**src/hdl/pwmc_pkg.sv**
```systemverilog
// Shared types, register map and reset values for the PWM register channel.
// No dependencies; every other file in hdl/ imports this package.
`timescale 1ns / 1ps
`default_nettype none

package pwmc_pkg;

  // Bus actions carried in s_tuser
  localparam logic [1:0] ACT_WRITE = 2'd0;
  localparam logic [1:0] ACT_READ  = 2'd1;
  localparam logic [1:0] ACT_STOP  = 2'd2;
  localparam logic [1:0] ACT_TICK  = 2'd3;

  // Register map
  localparam logic [7:0] ADDR_MODE     = 8'h00;
  localparam logic [7:0] ADDR_ON_LO    = 8'h06;
  localparam logic [7:0] ADDR_ON_HI    = 8'h07;
  localparam logic [7:0] ADDR_OFF_LO   = 8'h08;
  localparam logic [7:0] ADDR_OFF_HI   = 8'h09;
  localparam logic [7:0] ADDR_PRESCALE = 8'hFE;

  localparam int          SLEEP_BIT      = 4;
  localparam logic [7:0]  MODE_RESET     = 8'h11;
  localparam logic [7:0]  PRESCALE_RESET = 8'h1E;
  localparam int          COUNTER_BITS_DEFAULT = 12;

  localparam int REG_DEPTH = 256;

  typedef struct packed {
    logic       en;
    logic [7:0] addr;
    logic [7:0] data;
  } reg_write_t;

  // Reset contents of one register byte
  function automatic logic [7:0] reset_value(input logic [7:0] addr);
    logic [7:0] v;
    v = 8'h00;
    if (addr == ADDR_MODE) v = MODE_RESET;
    if (addr == ADDR_PRESCALE) v = PRESCALE_RESET;
    return v;
  endfunction

endpackage

`default_nettype wire

```
**src/hdl/pwm_controller_register_channel.sv**
```systemverilog
// Top level of the PWM register channel: bus pointer logic, output register.
// Instantiates pwmc_regfile and pwmc_channel; uses pwmc_pkg.
//
// Usage:
//   Input channel s_*: one item per bus event. s_tuser carries the action
//   (write byte, read byte, bus stop, oscillator tick), s_tdata the byte.
//   Output channel m_*: exactly one item per input item, in order, with the
//   read byte (zero unless the action was a read) and the PWM pin level
//   after that item.
//   Timing: the result is registered and appears in the cycle after the input
//   is accepted; the register store read goes through its registered port.
//   Throughput: one item per cycle while the receiver keeps up.
//   Stall: the output register holds its item while m_tready is low, and
//   s_tready drops until it is taken; nothing is lost or reordered.
//   Reset: rst clears pointer, counter, divider and level at once, then a
//   clearing pass over all 256 addresses loads the store (mode 0x11,
//   prescale 0x1E, everything else zero); s_tready stays low during that pass.
//   The pin stays low after reset until mode is written with sleep clear.
`timescale 1ns / 1ps
`default_nettype none

module pwm_controller_register_channel #(
  parameter int COUNTER_BITS = pwmc_pkg::COUNTER_BITS_DEFAULT
) (
  input  wire logic        clk,
  input  wire logic        rst,
  input  wire logic        s_tvalid,
  output logic             s_tready,
  input  wire logic [7:0]  s_tdata,   // [7:0] data
  input  wire logic [1:0]  s_tuser,   // [1:0] action
  output logic             m_tvalid,
  input  wire logic        m_tready,
  output logic [15:0]      m_tdata    // [7:0] read_data, [8] pwm_level, [15:9] zero
);
  import pwmc_pkg::*;

  logic       accept;
  logic       store_ready;
  logic [7:0] pointer;
  logic       expect_pointer;
  logic       read_q;
  logic [7:0] rd_data;
  logic       rd_en;
  logic       tick;
  logic       level;
  reg_write_t wr;

  assign s_tready = store_ready && (!m_tvalid || m_tready);
  assign accept   = s_tvalid && s_tready;

  always_comb begin
    wr.en   = accept && (s_tuser == ACT_WRITE) && !expect_pointer;
    wr.addr = pointer;
    wr.data = s_tdata;
  end
  assign rd_en = accept && (s_tuser == ACT_READ);
  assign tick  = accept && (s_tuser == ACT_TICK);

  // pointer: first written byte after reset or a stop loads it, reads/writes advance it
  always_ff @(posedge clk) begin
    if (rst) begin
      pointer        <= 8'h00;
      expect_pointer <= 1'b1;
    end else if (accept) begin
      case (s_tuser)
        ACT_WRITE: begin
          if (expect_pointer) begin
            pointer        <= s_tdata;
            expect_pointer <= 1'b0;
          end else begin
            pointer <= pointer + 8'd1;
          end
        end
        ACT_READ: pointer <= pointer + 8'd1;
        ACT_STOP: expect_pointer <= 1'b1;
        default: ;
      endcase
    end
  end

  // output register; level and read data only move on accept
  always_ff @(posedge clk) begin
    if (rst) begin
      m_tvalid <= 1'b0;
    end else if (accept) begin
      m_tvalid <= 1'b1;
    end else if (m_tready) begin
      m_tvalid <= 1'b0;
    end
  end

  always_ff @(posedge clk) begin
    if (accept) read_q <= (s_tuser == ACT_READ);
  end

  assign m_tdata = {7'b0, level, read_q ? rd_data : 8'h00};

  pwmc_regfile u_regfile (
    .clk     (clk),
    .rst     (rst),
    .wr      (wr),
    .rd_en   (rd_en),
    .rd_addr (pointer),
    .rd_data (rd_data),
    .ready   (store_ready)
  );

  pwmc_channel #(
    .COUNTER_BITS (COUNTER_BITS)
  ) u_channel (
    .clk   (clk),
    .rst   (rst),
    .wr    (wr),
    .tick  (tick),
    .level (level)
  );

endmodule

`default_nettype wire

```
**src/hdl/pwmc_regfile.sv**
```systemverilog
// 256 x 8 register store: synchronous memory with a registered read port.
// Runs a clearing pass after reset that loads the reset values. Uses pwmc_pkg.
`timescale 1ns / 1ps
`default_nettype none

module pwmc_regfile (
  input  wire logic               clk,
  input  wire logic               rst,
  input  wire pwmc_pkg::reg_write_t wr,
  input  wire logic               rd_en,
  input  wire logic [7:0]         rd_addr,
  output logic [7:0]              rd_data,
  output logic                    ready
);
  import pwmc_pkg::*;

  logic [7:0] mem [REG_DEPTH];
  logic       clearing;
  logic [7:0] clr_addr;
  logic       mem_we;
  logic [7:0] mem_waddr;
  logic [7:0] mem_wdata;

  always_ff @(posedge clk) begin
    if (rst) begin
      clearing <= 1'b1;
      clr_addr <= 8'h00;
    end else if (clearing) begin
      clr_addr <= clr_addr + 8'd1;
      if (clr_addr == 8'hFF) clearing <= 1'b0;
    end
  end

  always_comb begin
    mem_we    = clearing | wr.en;
    mem_waddr = clearing ? clr_addr : wr.addr;
    mem_wdata = clearing ? reset_value(clr_addr) : wr.data;
  end

  always_ff @(posedge clk) begin
    if (mem_we) mem[mem_waddr] <= mem_wdata;
    if (rd_en) rd_data <= mem[rd_addr];
  end

  assign ready = ~clearing;

endmodule

`default_nettype wire

```
**src/hdl/pwmc_channel.sv**
```systemverilog
// PWM channel: tick divider, counter, on/off compare and output level.
// Keeps shadow copies of mode, prescale and the on/off words. Uses pwmc_pkg.
`timescale 1ns / 1ps
`default_nettype none

module pwmc_channel #(
  parameter int COUNTER_BITS = pwmc_pkg::COUNTER_BITS_DEFAULT
) (
  input  wire logic                 clk,
  input  wire logic                 rst,
  input  wire pwmc_pkg::reg_write_t wr,
  input  wire logic                 tick,
  output logic                      level
);
  import pwmc_pkg::*;

  logic [7:0]              mode;
  logic [7:0]              prescale;
  logic [15:0]             on_word;
  logic [15:0]             off_word;
  logic [7:0]              divider;
  logic [COUNTER_BITS-1:0] counter;
  logic                    step;
  logic                    on_hit;
  logic                    off_hit;

  assign step    = tick && (divider >= prescale) && !mode[SLEEP_BIT];
  assign on_hit  = (16'(counter) == on_word);
  assign off_hit = (16'(counter) == off_word);

  // shadow registers track store writes
  always_ff @(posedge clk) begin
    if (rst) begin
      mode     <= MODE_RESET;
      prescale <= PRESCALE_RESET;
      on_word  <= 16'h0000;
      off_word <= 16'h0000;
    end else if (wr.en) begin
      unique case (wr.addr)
        ADDR_MODE:     mode           <= wr.data;
        ADDR_PRESCALE: prescale       <= wr.data;
        ADDR_ON_LO:    on_word[7:0]   <= wr.data;
        ADDR_ON_HI:    on_word[15:8]  <= wr.data;
        ADDR_OFF_LO:   off_word[7:0]  <= wr.data;
        ADDR_OFF_HI:   off_word[15:8] <= wr.data;
        default: ;
      endcase
    end
  end

  always_ff @(posedge clk) begin
    if (rst) begin
      divider <= 8'h00;
      counter <= '0;
      level   <= 1'b0;
    end else begin
      if (wr.en && (wr.addr == ADDR_MODE || wr.addr == ADDR_PRESCALE)) begin
        divider <= 8'h00;
      end else if (tick) begin
        divider <= (divider >= prescale) ? 8'h00 : divider + 8'd1;
      end
      if (step) begin
        counter <= counter + COUNTER_BITS'(1);
        if (off_hit) level <= 1'b0;
        else if (on_hit) level <= 1'b1;
      end
    end
  end

endmodule

`default_nettype wire

```
**config.mk**
```make
export PLATFORM = sky130hd
export DESIGN_NAME = pwm_controller_register_channel
export DESIGN_NICKNAME = d
export VERILOG_FILES = /design/src/hdl/pwmc_pkg.sv /design/src/hdl/pwm_controller_register_channel.sv /design/src/hdl/pwmc_regfile.sv /design/src/hdl/pwmc_channel.sv
export SDC_FILE = /design/constraint.sdc
export NUM_CORES = 2
export LEC_CHECK = 0
export BUFFER_PORTS_ARGS = -buffer_cell sky130_fd_sc_hd__buf_4
export CAP_MARGIN = 30
export CORE_ASPECT_RATIO = 1.2
export CORE_UTILIZATION = 24
export CTS_CLUSTER_SIZE = 8
export DETAILED_ROUTE_END_ITERATION = 12
export HOLD_SLACK_MARGIN = 0.12
export PLACE_DENSITY_LB_ADDON = 0.1
export SLEW_MARGIN = 10
export SYNTH_ARGS = -nofsm -noshare
export SYNTH_HDL_FRONTEND = slang
export SYNTH_SLANG_ARGS = --single-unit
```
**constraint.sdc**
```tcl
create_clock -name clk -period 18.5 [get_ports clk]
set_input_delay 3.7 -clock clk [delete_from_list [all_inputs] [get_ports clk]]
set_output_delay 3.7 -clock clk [all_outputs]
set_load 0.03 [all_outputs]
```
==> results.json <==
{
  "status": "finished, final reports clean",
  "synth_top_area_cell": "edfxtp_1",
  "cts_setup_buffers": 0,
  "synth_top_area_share_pct": 73.4,
  "yosys.area_share.simple_pct": 3.57,
  "wire_per_inst_um": 31.1,
  "grt_pass1_vias": 44600,
  "worstPathMaxFanout": 4,
  "peakVddDrop_uv": 63.8,
  "hold_class": "flop to flop",
  "drv_cap": 0,
  "cts.clk_slew.worst_paths_ns": 0.05,
  "netlist_area_mm2": 0.0841,
  "crit_top_cell": "buf_4",
  "drive_gt1_share_pct": 24.1,
  "rsz0062_at_grt": "no",
  "dp_hpwl_um": 175000,
  "clockBufferDepth": 4,
  "antenna_found_initial": 13,
  "synth_edf_count": 2057,
  "gp_congestion": 0.759,
  "cts-root-buf": "clkbuf_16",
  "use_met1_pct": 21.1,
  "tightest_slew_ns": 1.14,
  "critPathCaptureType": "output port",
  "synth_mux_area_share_pct": 15.6,
  "cp_num_buf_inv": 2,
  "cts_resized": 0,
  "rows": 237,
  "crit_required_ns": 14.80,
  "grt_start_max_net_pins": 145,
  "synth_compound_area_share_pct": 3.02,
  "cp_top_family": "simple AND/OR/NAND/NOR gates",
  "io_buffers": 24,
  "fp.dieW_um": 542,
  "vias": 42100,
  "gr-total-overflow": 0,
  "setup_violations": 0,
  "cpPeakStageDelay_ns": 0.26,
  "ys_ff_latch": 2138,
  "arrival_ns": 4.38,
  "h-tree-depth": 5,
  "slew_headroom_pct": 23.9,
  "cts.hold.buffers_added": 0,
  "crit_slowest_cell": "nor2b_1",
  "netlist_instances": 4190,
  "hold_violations": 0,
  "syn_area_per_cell_um2": 20.1,
  "core_mm2": 0.348,
  "critPathKind": "primary input to output port",
  "final_util_pct": 28.3,
  "clock_sinks": 2138,
  "route.detailed.drc": 0,
  "grt-busiest-layer": "met2",
  "async_reset_ff_share_pct": 0,
  "synth_ff_type": "edfxtp_1",
  "synth_top_family_by_area": "multiplexers",
  "drv_slew": 0,
  "fin_crit_sh_pct": 43.7,
  "cellPowerDensity_mw_per_mm2": 107,
  "fin_crit_ns": 8.08,
  "insertion_delay_ns": 0.87,
  "yosysSeqAreaShare_pct": 75.4,
  "firstDrtPassIters": 5,
  "cts_tree": "yes",
  "power.leakage_nw": 28.9,
  "startpoint_type": "primary input",
  "start_util_pct": 24.2,
  "final_antenna_net_count": 0,
  "synthDistinctLibCells": 76,
  "met2_usage_pct": 27.1,
  "synth_fa_ha_area_share_pct": 0.253,
  "grt_pass1_wl_um": 389000,
  "crit_path_cell_trace": "buf_4 -> nor2b_1 -> nor2_1 -> buf_4",
  "drt-total-wl_um": 283000,
  "fin_cells": 9117,
  "synthXorXnorAreaFrac_pct": 0.354,
  "fmax_mhz": 124,
  "setup_tns_ns": 0,
  "initialDrtViolationCount": 3388,
  "finalNetCount": 4431,
  "placed_cells": 8746,
  "synth_area_leaders": "edfxtp_1 (73%), mux4_2 (13%), mux2i_1 (2.0%)",
  "grt_use_total_pct": 15.9,
  "viasPerCell": 4.62,
  "finalPower_w": 0.0105,
  "skew_ns": 0.0706,
  "design.die.area_mm2": 0.353,
  "syn2layout_area_growth_pct": 17.1,
  "met3_usage_pct": 2.38,
  "chipHeight_um": 651,
  "ios": 32,
  "numCtsBuffers": 310,
  "synth_warnings": 0
}
cells in the final DEF (no fill, tap or decap), drive strengths merged, types with 8 or more instances in the layout:
master	Yosys	routed
edfxtp	2057	2057
mux4	488	488
clkbuf	106	348
nor2	334	334
mux2i	169	169
buf	153	150
nand2	125	125
dfxtp	81	81
a21oi	75	75
o221ai	51	51
nand3	48	48
a22oi	42	42
mux2	41	41
a221oi	32	32
inv	25	31
o21ai	31	31
o22ai	29	29
a211oi	27	27
nor3	26	26
xor2	22	22
nor2b	21	21
ha	17	17
or3	16	16
nand4	14	14
and2	14	14
nand2b	13	13
o31ai	13	13
xnor2	12	12
nor4	11	11
or4	9	9
diode	0	8
and3	8	8
path summary, 6_finish.rpt:
check | endpoint | from | slack [ns] | depth (start not counted)
worst max-delay path | s_tready | m_tready | 10.42 | 4
worst min-delay path | u_channel.off_word[2] | u_channel.off_word[2] | 0.46 | 2
worst max register to register | u_regfile.rd_data[6] | pointer[1] | 12.75 | 9
worst min register to register | u_channel.off_word[2] | u_channel.off_word[2] | 0.46 | 2
sequential cells by signal, summed over array words and instances (netlist names):
signal,count
expect_pointer,1
m_tvalid,1
pointer,8
read_q,1
u_channel.counter,12
u_channel.divider,8
u_channel.level,1
u_channel.mode,1
u_channel.off_word,16
u_channel.on_word,16
u_channel.prescale,8
u_regfile.clearing,1
u_regfile.clr_addr,8
u_regfile.mem,2048
u_regfile.rd_data,8
where the power goes:
part           switching (W)  total, W  internal (W)
sequential        0.00000367   0.00531       0.00531
combinational       0.000137  0.000158     0.0000207
clock                0.00204   0.00507       0.00303
total                0.00218    0.0105       0.00836
area by class of cell:
class,instances,area (um2)
Timing Repair Buffer,151,1460
Sequential cell,2138,63400
Multi-Input combinational cell,1774,19500
Clock buffer,348,8030
Fill cell,34100,249000
Clock inverter,13,180
Inverter,25,93.8
Antenna cell,8,20.0
Tap cell,4660,5830
layer usage:
layer  vias to the layer above  part of all wire, %
met5                         -                    0
met4                         0                  2.1
met3                       337                  4.0
met2                      1073                   50
met1                     23100                   44
li1                      17600                    -
stage by stage:
step                      instance area [um2]  hold WS, ns  setup slack [ns]
after global routing                    98500        0.493             10.38
after floorplan                         84100        0.435              2.67
final                                   98500        0.465             10.42
after detailed placement                90300        0.461             10.44
after global placement                  89900        0.456             10.42
after CTS                               98500        0.466             10.43
kinds of logic (layout without fill, tap and decap cells):
group	count (synthesis)	count (layout)
other	1	15
muxes	698	698
xor gates and xnor gates	34	34
DFF	2138	2138
adders and majority gates	17	17
and+or+nand+nor	663	663
buffers and inverters	284	537
AOI/OAI and AO/OA	355	355
cells in the mapped netlist (all sizes together), types with 11 or more instances:
| library cell | count |
|---|---|
| edfxtp | 2057 |
| mux4 | 488 |
| nor2 | 334 |
| mux2i | 169 |
| buf | 153 |
| nand2 | 125 |
| clkbuf | 106 |
| dfxtp | 81 |
| a21oi | 75 |
| o221ai | 51 |
| nand3 | 48 |
| a22oi | 42 |
| mux2 | 41 |
| a221oi | 32 |
| o21ai | 31 |
| o22ai | 29 |
| a211oi | 27 |
| nor3 | 26 |
| inv | 25 |
| xor2 | 22 |
| nor2b | 21 |
| ha | 17 |
| or3 | 16 |
| and2 | 14 |
| nand4 | 14 |
| nand2b | 13 |
| o31ai | 13 |
| xnor2 | 12 |
| nor4 | 11 |
worst register-to-register path, delay by kind of cell, from the launching register on:
kind / cells / cell delay [ns]
buffers and inverters: 3 / 1.90
AND/OR/NAND/NOR: 2 / 1.09
multiplexers: 2 / 0.86
flip-flops: 1 / 0.79
AO/OA/AOI/OAI: 2 / 0.73
Power figures use the tool's default switching activity.
